### src/rtl/svrm_pkg.sv
// Package for the sample voice resampler/mixer: constants, register
// indexes, sequencer states and the request/response types of the shared ALU.
// No dependencies.
package svrm_pkg;

  localparam int FractionBits = 14;
  localparam int AddressBits  = 17;
  localparam int PosBits      = 31;

  localparam logic [PosBits-1:0] OneSample = PosBits'(1) << FractionBits;
  localparam logic [7:0]         FullPan   = 8'd255;

  // register indexes on the config port (byte address / 4)
  localparam logic [2:0] RegStep       = 3'd0;
  localparam logic [2:0] RegAmplitude  = 3'd1;
  localparam logic [2:0] RegPanning    = 3'd2;
  localparam logic [2:0] RegLoopStart  = 3'd3;
  localparam logic [2:0] RegLoopLength = 3'd4;

  typedef enum logic [3:0] {
    S_IDLE,
    S_CHECK,
    S_DCHK,
    S_DIV,
    S_ADD,
    S_WL,
    S_WR,
    S_PL,
    S_PR,
    S_STEP,
    S_FINISH
  } state_e;

  // operands for the shared adder/subtractor and multiplier
  typedef struct packed {
    logic               inv;
    logic [31:0]        a;
    logic [31:0]        b;
    logic signed [17:0] ma;
    logic signed [8:0]  mb;
  } alu_req_t;

  typedef struct packed {
    logic [32:0]        sum;
    logic signed [26:0] prod;
  } alu_rsp_t;

endpackage

### src/rtl/svrm_alu.sv
// Shared arithmetic unit of the voice: one 32-bit add/subtract with carry
// out (carry set on subtract means a >= b) and one 18x9 signed multiplier.
// Depends on svrm_pkg.
module svrm_alu
  import svrm_pkg::*;
(
  input  alu_req_t req_i,
  output alu_rsp_t rsp_o
);

  logic [31:0] b_eff;

  assign b_eff      = req_i.inv ? ~req_i.b : req_i.b;
  assign rsp_o.sum  = {1'b0, req_i.a} + {1'b0, b_eff} + {32'd0, req_i.inv};
  assign rsp_o.prod = 27'(req_i.ma * req_i.mb);

endmodule

### src/rtl/sample_voice_resampler_mixer.sv
// One sample-playback voice: a mix item mixes the current sample into the left/right
// accumulators and advances the fixed-point position; a set item loads the position.
// Depends on svrm_pkg and svrm_alu.
// Either item wraps or ends at the loop end; a wrap reduces the overshoot modulo the
// loop length, by bit-serial remainder on the shared subtractor once it reaches a full
// loop length. A new request is taken only after the previous result is issued.
// Reset: config registers, state, position and output valid clear to zero, asynchronously.
module sample_voice_resampler_mixer
  import svrm_pkg::*;
(
  input  logic        clk_i,
  input  logic        rst_ni,
  // stream in
  input  logic        s_axis_tvalid,
  output logic        s_axis_tready,
  // [7:0] sample_value, [38:8] start_position, [54:39] left_in,
  // [70:55] right_in, [71] zero
  input  logic [71:0] s_axis_tdata,
  // [0] op
  input  logic [0:0]  s_axis_tuser,
  // stream out
  output logic        m_axis_tvalid,
  input  logic        m_axis_tready,
  // [15:0] left_out, [31:16] right_out, [48:32] fetch_address, [49] ended,
  // [55:50] zero
  output logic [55:0] m_axis_tdata,
  // config port
  input  logic        psel,
  input  logic        penable,
  input  logic        pwrite,
  input  logic [4:0]  paddr,
  input  logic [31:0] pwdata,
  output logic [31:0] prdata,
  output logic        pready
);

  // config registers
  logic [19:0]        step_q;
  logic [7:0]         amp_q, pan_q;
  logic [PosBits-1:0] loop_begin_q, loop_len_q;
  logic [31:0]        loop_end;
  logic               one_shot;

  // sequencer and datapath
  state_e             state_q, state_d;
  logic [PosBits-1:0] position_q, position_d;
  logic [31:0]        p_q, p_d;
  logic [31:0]        d_q, d_d;
  logic [PosBits-1:0] r_q, r_d;
  logic [4:0]         cnt_q, cnt_d;
  logic               post_q, post_d;
  logic               done_q, done_d;
  logic [15:0]        wl_q, wl_d, wr_q, wr_d;
  logic signed [7:0]  sample_q, sample_d;
  logic [15:0]        left_q, left_d, right_q, right_d;
  logic [31:0]        t_div;
  logic               ge;

  logic               m_valid_q, m_valid_d;
  logic [55:0]        m_data_q, m_data_d;
  logic [PosBits-1:0] pos_shift;

  alu_req_t           req;
  alu_rsp_t           rsp;

  svrm_alu u_alu (
    .req_i (req),
    .rsp_o (rsp)
  );

  // config port
  logic cfg_wr;
  assign pready = 1'b1;
  assign cfg_wr = psel & penable & pwrite & pready;

  always_ff @(posedge clk_i or negedge rst_ni) begin
    if (!rst_ni) begin
      step_q       <= '0;
      amp_q        <= '0;
      pan_q        <= '0;
      loop_begin_q <= '0;
      loop_len_q   <= '0;
    end else if (cfg_wr) begin
      case (paddr[4:2])
        RegStep:       step_q       <= pwdata[19:0];
        RegAmplitude:  amp_q        <= pwdata[7:0];
        RegPanning:    pan_q        <= pwdata[7:0];
        RegLoopStart:  loop_begin_q <= pwdata[PosBits-1:0];
        RegLoopLength: loop_len_q   <= pwdata[PosBits-1:0];
        default: ;
      endcase
    end
  end

  always_comb begin
    case (paddr[4:2])
      RegStep:       prdata = {12'd0, step_q};
      RegAmplitude:  prdata = {24'd0, amp_q};
      RegPanning:    prdata = {24'd0, pan_q};
      RegLoopStart:  prdata = {1'b0, loop_begin_q};
      RegLoopLength: prdata = {1'b0, loop_len_q};
      default:       prdata = '0;
    endcase
  end

  assign loop_end = {1'b0, loop_begin_q} + {1'b0, loop_len_q};
  assign one_shot = (loop_len_q <= OneSample);
  assign ge       = rsp.sum[32];
  assign t_div    = {r_q, d_q[cnt_q]};
  assign pos_shift = position_q >> FractionBits;

  always_ff @(posedge clk_i or negedge rst_ni) begin
    if (!rst_ni) begin
      state_q    <= S_IDLE;
      position_q <= '0;
      m_valid_q  <= 1'b0;
    end else begin
      state_q    <= state_d;
      position_q <= position_d;
      m_valid_q  <= m_valid_d;
    end
  end

  always_ff @(posedge clk_i) begin
    p_q      <= p_d;
    d_q      <= d_d;
    r_q      <= r_d;
    cnt_q    <= cnt_d;
    post_q   <= post_d;
    done_q   <= done_d;
    wl_q     <= wl_d;
    wr_q     <= wr_d;
    sample_q <= sample_d;
    left_q   <= left_d;
    right_q  <= right_d;
    m_data_q <= m_data_d;
  end

  always_comb begin
    state_d    = state_q;
    position_d = position_q;
    p_d        = p_q;
    d_d        = d_q;
    r_d        = r_q;
    cnt_d      = cnt_q;
    post_d     = post_q;
    done_d     = done_q;
    wl_d       = wl_q;
    wr_d       = wr_q;
    sample_d   = sample_q;
    left_d     = left_q;
    right_d    = right_q;
    m_data_d   = m_data_q;
    m_valid_d  = m_valid_q & ~m_axis_tready;
    req        = '0;
    s_axis_tready = 1'b0;

    case (state_q)
      S_IDLE: begin
        s_axis_tready = 1'b1;
        if (s_axis_tvalid) begin
          sample_d = s_axis_tdata[7:0];
          left_d   = s_axis_tdata[54:39];
          right_d  = s_axis_tdata[70:55];
          p_d      = s_axis_tuser[0] ? {1'b0, s_axis_tdata[38:8]} : {1'b0, position_q};
          post_d   = s_axis_tuser[0];
          done_d   = 1'b0;
          state_d  = S_CHECK;
        end
      end
      // compare against the loop end
      S_CHECK: begin
        req.inv = 1'b1;
        req.a   = p_q;
        req.b   = loop_end;
        if (!ge) begin
          if (post_q) begin
            position_d = p_q[PosBits-1:0];
            state_d    = S_FINISH;
          end else begin
            state_d = S_WL;
          end
        end else if (one_shot) begin
          position_d = loop_end[PosBits-1:0];
          done_d     = 1'b1;
          state_d    = S_FINISH;
        end else begin
          d_d     = rsp.sum[31:0];
          state_d = S_DCHK;
        end
      end
      // overshoot below one loop length needs no division
      S_DCHK: begin
        req.inv = 1'b1;
        req.a   = d_q;
        req.b   = {1'b0, loop_len_q};
        if (!ge) begin
          r_d     = d_q[PosBits-1:0];
          state_d = S_ADD;
        end else begin
          r_d     = '0;
          cnt_d   = 5'd31;
          state_d = S_DIV;
        end
      end
      // restoring remainder, one bit per cycle
      S_DIV: begin
        req.inv = 1'b1;
        req.a   = t_div;
        req.b   = {1'b0, loop_len_q};
        r_d     = ge ? rsp.sum[PosBits-1:0] : t_div[PosBits-1:0];
        cnt_d   = cnt_q - 5'd1;
        if (cnt_q == 5'd0) begin
          state_d = S_ADD;
        end
      end
      // wrapped position = loop begin + (overshoot mod length)
      S_ADD: begin
        req.a      = {1'b0, loop_begin_q};
        req.b      = {1'b0, r_q};
        position_d = rsp.sum[PosBits-1:0];
        state_d    = post_q ? S_FINISH : S_WL;
      end
      S_WL: begin
        req.ma  = {10'd0, amp_q};
        req.mb  = {1'b0, FullPan - pan_q};
        wl_d    = rsp.prod[15:0];
        state_d = S_WR;
      end
      S_WR: begin
        req.ma  = {10'd0, amp_q};
        req.mb  = {1'b0, pan_q};
        wr_d    = rsp.prod[15:0];
        state_d = S_PL;
      end
      // floor((sample * weight) / 256), 16-bit wrap
      S_PL: begin
        req.ma  = {2'd0, wl_q};
        req.mb  = {sample_q[7], sample_q};
        left_d  = left_q + rsp.prod[23:8];
        state_d = S_PR;
      end
      S_PR: begin
        req.ma  = {2'd0, wr_q};
        req.mb  = {sample_q[7], sample_q};
        right_d = right_q + rsp.prod[23:8];
        state_d = S_STEP;
      end
      S_STEP: begin
        req.a   = {1'b0, position_q};
        req.b   = {12'd0, step_q};
        p_d     = rsp.sum[31:0];
        post_d  = 1'b1;
        state_d = S_CHECK;
      end
      S_FINISH: begin
        if (!m_valid_q || m_axis_tready) begin
          m_data_d  = {6'd0, done_q, pos_shift[AddressBits-1:0], right_q, left_q};
          m_valid_d = 1'b1;
          state_d   = S_IDLE;
        end
      end
      default: begin
        state_d = S_IDLE;
      end
    endcase
  end

  assign m_axis_tvalid = m_valid_q;
  assign m_axis_tdata  = m_data_q;

endmodule

### config.mk
export PLATFORM = sky130hd
export DESIGN_NAME = sample_voice_resampler_mixer
export DESIGN_NICKNAME = d
export VERILOG_FILES = /design/src/rtl/svrm_pkg.sv /design/src/rtl/svrm_alu.sv /design/src/rtl/sample_voice_resampler_mixer.sv
export SDC_FILE = /design/constraint.sdc
export NUM_CORES = 1
export LEC_CHECK = 0
export BUFFER_PORTS_ARGS = -buffer_cell sky130_fd_sc_hd__clkbuf_2
export CAP_MARGIN = 15
export CORE_UTILIZATION = 40
export DETAILED_ROUTE_END_ITERATION = 6
export PLACE_DENSITY = 0.59
export SYNTH_ARGS = -nofsm -noshare
export SYNTH_HDL_FRONTEND = slang
export SYNTH_SLANG_ARGS = --single-unit
### constraint.sdc
create_clock -name clk_i -period 9.5 [get_ports clk_i]
set_input_delay 0.475 -clock clk_i [delete_from_list [all_inputs] [get_ports clk_i]]
set_output_delay 0.475 -clock clk_i [all_outputs]
set_load 0.005 [all_outputs]
-- Yosys cells after proc, flatten, opt, wreduce, memory -nomap -nowiden
Index checks and enable logic that the tools add are counted.
- bits in registers: 358
- input port bits: 117
- output and inout bits: 91
- word-level logic and storage cells: 125
- add/sub/neg operators: 7
- multiply operators: 1
- order comparisons: 2
- equality and inequality tests: 22
- multiplexer cells: 40
- bitwise gates (word level): 6
- reduce and logical (&&, ||, !) cells: 27
- operators with widths (cell ; number):
    one-hot mux 64 bit (5 select lines) ; 1
    2-to-1 mux 31 bit ; 6
    one-hot mux 31 bit (5 select lines) ; 1
    one-hot mux 31 bit (2 select lines) ; 2
    one-hot mux 25 bit (4 select lines) ; 1
    2-to-1 mux 32 bit ; 2
    one-hot mux 16 bit (2 select lines) ; 2
    one-hot mux 32 bit (2 select lines) ; 1
    one-hot mux 4 bit (11 select lines) ; 1
    adder 32 x 32 -> 33 bit ; 1
    adder 33 x 1 -> 33 bit ; 1
    adder 16 bit ; 2
    adder 31 x 31 -> 32 bit ; 1
    2-to-1 mux 16 bit ; 2
    NOT 32 bit ; 1
    less-or-equal comparator 31 x 15 -> 1 bit, second input constant ; 1
    multiplier 17 x 9 -> 24 bit ; 1
    2-to-1 mux 4 bit ; 6
    AND reduction 2 bit ; 11
    == test 4 x 3 -> 1 bit, second input constant ; 4
    == test 4 bit, second input constant ; 3
    inequality test 2 bit, second input constant ; 6
    nonzero test 2 bit ; 6
    one-hot mux 5 bit (2 select lines) ; 1
    other kinds (24) ; 41

-- Depth between registers and ports, before layout
Gate-level depths: netlist of the first run.
- depth in word-level cells: 9
- depth in mapped cells: 38
- depth with buffers taken out: 36

-- Modules after synthesis
Synthesis of the first run repeated with hierarchy kept, for this count alone.
- cell total of the unflattened synthesis: 2678
- area, all modules: 27254.9 µm²
- by module, submodules not included (module ; times used ; cells each ; area an instance (µm²) ; sequential area each (µm²)):
    sample_voice_resampler_mixer ; 1 ; 1802 ; 19831.5 ; 10079.7
    svrm_alu ; 1 ; 876 ; 7423.4 ; 0.0

-- Worst setup path after synthesis of the first run
No wires, ideal clock.
- path type: register to register
- from: register state_q[1]
- to: register left_q[15], data pin
- library setup time: 0.263 ns
- arrival: 7.840 ns
- required time: 9.237 ns
- path slack: 1.397 ns
- stages on the path, launching flop included: 34
- path buffers: 2
- clock period less this slack: 8.103 ns
- cells stage by stage: dfrtp_1 > buf_4 > clkbuf_1 > nand2_1 > nor2_1 > nand2_1 > o311ai_0 > nand2_1 > fa_1 > fa_1 > inv_1 > fa_1 > fa_1 > inv_1 > fa_1 > inv_1 > ha_1 > inv_1 > o21bai_1 > a21oi_1 > o21bai_1 > a21oi_1 > o311a_1 > a21boi_0 > ha_1 > nand2_1 > o21ai_0 > a21oi_1 > a311oi_1 > a21oi_1 > o21bai_1 > xor2_1 > xnor2_1 > o21ai_0
- RTL lines (element ; line ; text):
    from (decl) ; sample_voice_resampler_mixer.sv:45 ; state_e state_q, state_d;
    from (signal assigned) ; sample_voice_resampler_mixer.sv:118 ; state_q <= state_d;
    to (signal assigned) ; sample_voice_resampler_mixer.sv:134 ; left_q <= left_d;
    to (decl) ; sample_voice_resampler_mixer.sv:55 ; logic [15:0] left_q, left_d, right_q, right_d;

-- Worst setup path after layout of the first run
- from: register state_q[1]
- to: register right_q[15], data pin
- word-level cells in the longest chain between the ends: 5
- elaborated cells between the ends (all ways): 9
- classes of those cells: add/sub: 1; mul: 1; eq/ne: 4; mux: 2; reduce/logical: 1
- ends and longest elaborated chain (element ; line ; text):
    == test 4 bit or == test 4 x 3 -> 1 bit (tied branches) ; sample_voice_resampler_mixer.sv:158 ; case (state_q)
    one-hot mux 25 bit (4 select lines) ; sample_voice_resampler_mixer.sv:158 ;
    multiplier 17 x 9 -> 24 bit ; svrm_alu.sv:15 ; assign rsp_o.prod = 27'(req_i.ma * req_i.mb);
    adder 16 bit ; sample_voice_resampler_mixer.sv:246 ; right_d = right_q + rsp.prod[23:8];
    one-hot mux 16 bit (2 select lines) (*) ; sample_voice_resampler_mixer.sv:158 ;
    named net right_d[15] ; sample_voice_resampler_mixer.sv:55 ;
    to (signal assigned) ; sample_voice_resampler_mixer.sv:135 ; right_q <= right_d;
    to (decl) ; sample_voice_resampler_mixer.sv:55 ;
The timed path passes the listed nets; every way through them passes the cells marked *.
A chain may end at the register's enable or synchronous reset.

==> metrics.md, run 1 <==
| Metric | Value |
|---|---|
| Maximum clock frequency | 115 MHz |
| Starting DRT DRC Count | 1851 |
| Pin count of the biggest net entering global routing | 117 |
| CP arrival | around 9.0 ns |
| CTS tree | yes |
| Seq/Total Area, Yosys | between 30% and 40% |
| GR Overflow Total | 0 |
| Critical Path RT | 9.83 ns |
| Critical Path Source | state_q[1] |
| Most used cell, CP | a21oi_1 |
| Avg Vias per Cell | 5.77 |
| I/O Buffers | just under 200 |
| Clk_lat worst skew | 0.59 ns |
| Crit path launch type | flop |
| Synth-to-layout area growth | 13.2% |
| Final setup fails | 0 |
| Row count | 93 |
| Worst Hold Class | in2reg |
| Initial DRT Pass Iterations | 7 |
| Slowest cell on crit path | dfrtp_1 |
| Wire length of the first global-routing pass | 128000 um |
| Rel. slew slack | a little under a quarter |
| Mapped cell area | 26200 um^2 |
| Buf/Inv on CP | 4 |
| Hold Fails Final Rpt | 0 |
| CP delay by family, top | adder cells |
| H-tree Lvls | 2 |
| Average wire per standard cell | 22.6 um |
| RSZ-0062 raised after global routing | no |
| Synth Register Bits | 358 |
| CP peak stage delay | 0.63 ns |
| Die area | 66600 um^2 |
| Syn. warnings | 0 |
| Synth Instances | 2596 |
| LEAKAGE | 0.0134 uW |
| Ys async rst share | 37.4% |
| Worst r2r src | state_q[1] |
| Reg clk slew, reported paths | ~0.060 ns |
| Critical path type | reg2reg |
| Worst-Margin Slew | 1.15 ns |
| Most used flip-flop cell after synthesis | edfxtp_1 |
| Syn Area/Cell | 10.1 um^2 |
| Setup TNS | 0 ns |
| Pins Over Slew Limit | 0 |
| DRT Wirelength | 82800 um |
| GP Congestion | 0.918 |
| Die X | 258 um |
| Worst Skew | 0.0210 ns |
| Final instance area | 29700 um^2 |
| Overall Global Routing Usage | 24.8% |
| Setup repair bufs after CTS | 0 |
| Pwr dens | 301 nW/um^2 |
| Unique cell type count in the Yosys netlist | 86 |
| Via count | 21133 |
| Share of layout cells above drive strength 1 | between 10% and 20% |
| CP Capture Type | flop |
| Initial antenna violation count | 1 |
| Max Root-Sink Buffers | 3 |
| # IOs | 208 |
| Antenna Violating Nets Remaining | 0 |
| CTS Root Cell | clkbuf_16 |
| Crit path max fanout | 13 |
| Period utilisation layout | 91.4% |
| Number of synthesized flops with an enable pin | 224 |
| DRC viols | 0 |
| Core area | 64600 um^2 |
| Hold Crit Start | s_axis_tdata[0] |
| Final nets | ~3100 |
| Die height | between 200 and 300 um |
| Period minus WS final | 8.68 ns |
| Number of global-route vias before repair | ~22000 |
| Clock sink count | 358 |
| CTS Buf Count | 44 |
| Placed inst area | ~28000 um^2 |
| Max capacitance violation total | 0 |
| Status | complete, no violations |
| Effective utilization at floorplan | 40.6% |
| Max VDD drop | 0.000150 V |
| Post-DP HPWL | 60300 um |
## cells in the final DEF (no fill, tap or decap), drive strengths merged, types with 8 or more instances in the layout
| cell | n |
|---|---|
| nand2 | 342 |
| clkbuf | 255 |
| edfxtp | 224 |
| nor2 | 181 |
| inv | 166 |
| o21ai | 165 |
| ha | 159 |
| dfrtp | 134 |
| mux2i | 131 |
| a21oi | 124 |
| fa | 103 |
| mux2 | 96 |
| xnor2 | 74 |
| a22oi | 58 |
| a21o | 58 |
| buf | 56 |
| a222oi | 46 |
| a211oi | 37 |
| xor2 | 36 |
| a22o | 28 |
| nor3 | 25 |
| nand2b | 24 |
| o21bai | 22 |
| o22ai | 22 |
| and2 | 21 |
| nand3 | 21 |
| nor2b | 17 |
| o211ai | 17 |
| clkinv | 16 |
| o31ai | 11 |
| o21a | 9 |
| or2 | 9 |
| and3 | 9 |
| conb | 8 |
| a31oi | 8 |
## sequential cells by signal, indices dropped and copies added (netlist names), 16 cells and up
name / cells
d_q: 32
left_q: 16
loop_begin_q: 31
loop_len_q: 31
m_axis_tdata: 50
p_q: 32
position_q: 31
r_q: 31
right_q: 16
step_q: 20
wl_q: 16
wr_q: 16
## kinds of logic after synthesis
group / count (synthesis) / synth area share, %
muxes: 227 / 9.13
DFF: 358 / 38.5
buffers and inverters: 296 / 4.60
and+or+nand+nor: 682 / 11.3
xor gates and xnor gates: 110 / 3.73
other: 2 / 0.0286
AOI/OAI and AO/OA: 659 / 17.4
adders and majority gates: 262 / 15.5
## per-stage QoR
stage	hold WS (ns)	utilization (%)	setup slack (ns)	total power [uW]	instances
finish	0.0716	46.0	0.820	8920	3660
global route	0.0508	46.0	0.0836	9500	3659
floorplan	0.179	-	1.40	5750	2602
detailed placement	0.453	43.7	0.662	7150	3575
global placement	0.441	43.7	0.875	7060	3575
CTS	0.0345	45.9	0.624	8920	3658
## final timing paths
| kind | endpoint | slack [ns] | cells past startpoint |
|---|---|---|---|
| max in group asynchronous | position_q[8] | 7.62 | 3 |
| max reg2reg | right_q[15] | 0.82 | 33 |
| min in group asynchronous | loop_begin_q[19] | 0.51 | 2 |
| min reg2reg | m_axis_tdata[49] | 0.46 | 0 |
| min | sample_q[0] | 0.07 | 1 |
| max | right_q[15] | 0.82 | 33 |
## final cells by class
cell class | instances | area, um^2
Tap cell | 855 | 1070
Clock buffer | 61 | 1280
Inverter | 165 | 619
Multi-Input combinational cell | 1948 | 15000
Clock inverter | 21 | 178
Timing Repair Buffer | 251 | 1420
Antenna cell | 1 | 2.50
Sequential cell | 358 | 10100
Fill cell | 6146 | 34900
## cell usage after synthesis (73+ instances only)
master    number  area [um^2]
nand2_1      341         1280
edfxtp_1     224         6730
nor2_1       180          676
inv_1        162          608
ha_1         159         1990
o21ai_0      157          786
dfrtp_1      134         3350
mux2i_1      131         1310
a21oi_1      123          616
fa_1         103         2060
mux2_2        96         1080
clkbuf_1      89          334
xnor2_1       73          639
## routing by layer
layer  part of all wire (%)  vias up  global-route usage [%]  wire length (um)
met1                     42    10405                    33.0             35000
met5                      0        -                       0                 0
met4                    3.1        0                    8.53              2610
li1                       -     9761                       -                 -
met2                     48      831                    41.6             40000
met3                    6.3      136                    3.08              5200
## power by group
group          switching (uW)  internal [uW]  leakage (uW)  total [uW]
clock                     718           1000      0.000715        1720
sequential                355           2220       0.00375        2580
combinational            2950           1680       0.00893        4630
total                    4020           4910        0.0134        8920
## timing repair
action                                  CTS  global route
endpoints found under the setup margin    0             1
gates resized for setup                   0             1
hold buffers                              1             0
hold endpoints to repair                 76             0
(Power assumes the default switching activity.)
==> inputs of run 2 (changes only) <==
Settings changed: ABC_AREA from default to 1.
==> metrics.md, run 2 <==
| Metric | Value |
|---|---|
| Syn. warnings | 0 (unchanged) |
| Pins Over Slew Limit | 0 (unchanged) |
| Effective utilization at floorplan | 40.6% (+0.050 points) |
| Fin cells | 4389 (+20%) |
| Pwr dens | 311 nW/um^2 (+3.4%) |
| Final setup fails | 0 (unchanged) |
| GR peak layer | met2 |
| Sequential Power Share | 26.8% (-2.1 points) |
| Largest family of logic cells by synthesized area | simple AND/OR/NAND/NOR gates |
| CTS Buf Count | 44 (unchanged) |
| Final nets | 3868 (+23%) |
| CP peak stage delay | 0.74 ns (+0.11 ns) |
| Initial antenna violation count | 6 (+5) |
| Most frequent cells in the layout | 816 x nand2_1, 426 x inv_1, 312 x o21ai_0, 252 x nor2_1, 224 x edfxtp_1 |
| CTS Hold Bufs | 1 (unchanged) |
| Failing checks | design-rule violations |
| Hold Fails Final Rpt | 0 (unchanged) |
| Clk_lat worst skew | 0.61 ns (+0.02 ns) |
| Average wire per standard cell | 21.1 um (-7.0%) |
| Max Root-Sink Buffers | 3 (unchanged) |
| Clock sink count | 358 (unchanged) |
| Die height | 261 um (+1.2%) |
| Internal Power | 4880 uW (-0.48%) |
| Initial DRT Pass Iterations | 7 (unchanged) |
| Biggest area consumer among synthesized cells | edfxtp_1 |
| Grt met2 use | 43.7% (+2.1 points) |
| Setup TNS | 0 ns (unchanged) |
| Placed cells | 4306 (+20%) |
| LEAKAGE | 0.0143 uW (+6.5%) |
| Critical path type | reg2reg |
| Via count | 24063 (+14%) |
| Top cells by count, synth | 819 x nand2_1, 427 x inv_1, 312 x o21ai_0 |
| Maximum clock frequency | 113 MHz (-2.1%) |
| Number of global-route vias before repair | 23121 (+6.9%) |
| Top-count cell post-synth | nand2_1 |
| CP arrival | 9.17 ns (+0.16 ns) |
| Core area | 66100 um^2 (+2.4%) |
| CTS Root Cell | clkbuf_16 |
| Worst Skew | 0.0324 ns (+0.0113 ns) |
| DRC viols | 7 (+7) |
| GR Overflow Total | 0 (unchanged) |
| Starting DRT DRC Count | 2222 (+20%) |
| Synth-to-layout area growth | 12.9% |
| Period minus WS final | 8.86 ns (+0.184 ns) |
| Post-Synth Simple-Gate Area | 20.0% (+8.8 points) |
| Die X | 261 um (+1.2%) |
| GP Congestion | 0.985 (+7.3%) |
| Period utilisation layout | 93.3% (+1.9 points) |
| Share of layout cells above drive strength 1 | 11.7% (-4.8 points) |
| # IOs | 208 (unchanged) |
| Commonest non-fill, non-tap cell in the layout | nand2_1 |
| Gate power share | 53.9% (+2.1 points) |
| Worst-Margin Slew | 1.06 ns (-0.0905 ns) |
| Crit path launch type | flop |
| Synth Instances | 3319 (+28%) |
| Slowest cell on crit path | nor2_1 |
| WHS | 0.0685 ns (-0.00314 ns) |
| Critical Path RT | 9.81 ns (-0.02 ns) |
| Setup repair bufs after CTS | 0 (unchanged) |
| Final instance area | 30300 um^2 (+2.2%) |
| Post-DP HPWL | 70700 um (+17%) |
| Yosys top cell area share | 25.0% (-0.62 points) |
| Resize count post-CTS | 0 (unchanged) |
| Number of synthesized flops with an enable pin | 224 (unchanged) |
| Max VDD drop | 0.000164 V (+9.3%) |
| Antenna Violating Nets Remaining | 0 (unchanged) |
| Worst Hold Class | in2reg |
| GR Util met1 | 37.8% (+4.8 points) |
| Rel. slew slack | 28.8% (+6.0 points) |
| CP Capture Type | flop |
| Avg Vias per Cell | 5.48 (-5.0%) |
| Crit path max fanout | 12 (-1) |
| Row count | 94 (+1.1%) |
| Sw frac | 48.2% (+3.2 points) |
| Synth Register Bits | 358 (unchanged) |
| Mapped cell area | 26900 um^2 (+2.5%) |
| Sw power | 4550 uW (+13%) |
| Synth Area in Compound Gates | 15.8% (-1.5 points) |
| Seq/Total Area, Yosys | 37.5% (-0.93 points) |
| Reg clk slew, reported paths | 0.06 ns (about the same) |
| Ant. Diodes | 0 (-1) |
| CTS tree | yes |
| Pin count of the biggest net entering global routing | 83 (-29%) |
| Ys async rst share | 37.4% (unchanged) |
| H-tree Lvls | 2 (unchanged) |
| RSZ-0062 raised after global routing | no |
| Unique cell type count in the Yosys netlist | 71 (-17%) |
| Met3 GRT Util | 4.81% (+1.7 points) |
| Most used flip-flop cell after synthesis | edfxtp_1 |
| Syn Area/Cell | 8.09 um^2 (-20%) |
| Multiplexer share of the synthesized area | 0% (-9.1 points) |
| I/O Buffers | 195 (unchanged) |
| Status | complete, but fails checks |
| Adder-Cell Fraction of Synth Area | 15.1% (-0.37 points) |
| Max FFs per register | 50 (unchanged) |
| Wire length of the first global-routing pass | 140000 um (+9.3%) |
| Die area | 68200 um^2 (+2.5%) |
| DRT Wirelength | 92400 um (+12%) |
| Placed inst area | 28800 um^2 (+2.0%) |
| Overall Global Routing Usage | 27.1% (+2.3 points) |
| Clock power share | 19.3% (about the same) |
| Synth Area in XOR/XNOR | 2.89% (-0.84 points) |
| Top post-synthesis cells by area | edfxtp_1 25%, dfrtp_1 12%, nand2_1 11%, fa_1 7.7%, ha_1 7.4% |
| Max capacitance violation total | 0 (unchanged) |
[run 2: cell types whose count changed in the layout (fill, tap and decap cells not counted), moves of 36 or more]
| cell | before | now |
|---|---|---|
| a22oi_1 | 58 | 8 |
| a21o_1 | 57 | 8 |
| nand2_1 | 340 | 816 |
| a222oi_1 | 46 | 0 |
| mux2_2 | 96 | 0 |
| inv_1 | 162 | 426 |
| nand3_1 | 20 | 141 |
| o21ai_0 | 156 | 312 |
| mux2i_1 | 131 | 0 |
| xnor2_1 | 73 | 29 |
| nor2_1 | 171 | 252 |
| a21oi_1 | 123 | 159 |
[run 2: worst paths after layout]
path,start,end,slack [ns],depth (start not counted)
min in group asynchronous,rst_ni,loop_begin_q[25],0.53,2
max in group asynchronous,rst_ni,loop_len_q[2],7.70,3
min reg2reg,done_q,m_axis_tdata[49],0.42,0
min,s_axis_tdata[2],sample_q[2],0.07,1
max reg2reg,state_q[2],right_q[15],0.64,40
max,state_q[2],right_q[15],0.64,40
[run 2: through the flow]
| step | utilization, % | setup WS [ns] | total power [uW] |
|---|---|---|---|
| floorplan | - | 1.42 | 5950 |
| global placement | 43.5 | 0.812 | 7480 |
| detailed placement | 43.5 | 0.636 | 7510 |
| CTS | 45.9 | 0.622 | 9360 |
| global route | 45.9 | 0.0910 | 10000 |
| finish | 45.9 | 0.637 | 9430 |
[run 2: final cells by class]
type                       count  area (um^2)
tap                          864         1080
clock inverter                25          255
multi-input combinational   2389        14500
clock buffer                  57         1310
inverter                     449         1690
fill                        6637        35800
sequential                   358        10100
timing repair buffer         247         1380
[run 2: metal layers]
layer / routed length (um) / up-vias
met5: 71 / -
met4: 1920 / 10
met3: 7310 / 134
met2: 42600 / 891
met1: 40500 / 11601
li1: - / 11427
[run 2: logic make-up after synthesis]
family	after synthesis
XOR/XNOR	87
buffers and inverters	578
other	2
AO/OA/AOI/OAI	716
AND/OR/NAND/NOR	1316
flip-flops	358
adder cells (fa/ha/maj)	262
[run 2: critical path: cells and delay by family, from the launching register on]
family | cells | cell delay (ns)
xor gates and xnor gates | 3 | 0.81
adders and majority gates | 7 | 3.05
DFF | 1 | 0.43
buffers and inverters | 9 | 0.98
and+or+nand+nor | 13 | 1.99
AOI/OAI and AO/OA | 8 | 1.30
[run 2: power groups by stage]
stage / Sequential [uW] / Clock, uW / Combinational [uW]
2_1_floorplan: 2420 / 0 / 3530
3_3_place_gp: 2540 / 0 / 4940
4_1_cts: 2520 / 1840 / 5000
5_1_grt: 2560 / 1900 / 5570
3_5_place_dp: 2540 / 0 / 4970
6_report: 2530 / 1820 / 5080
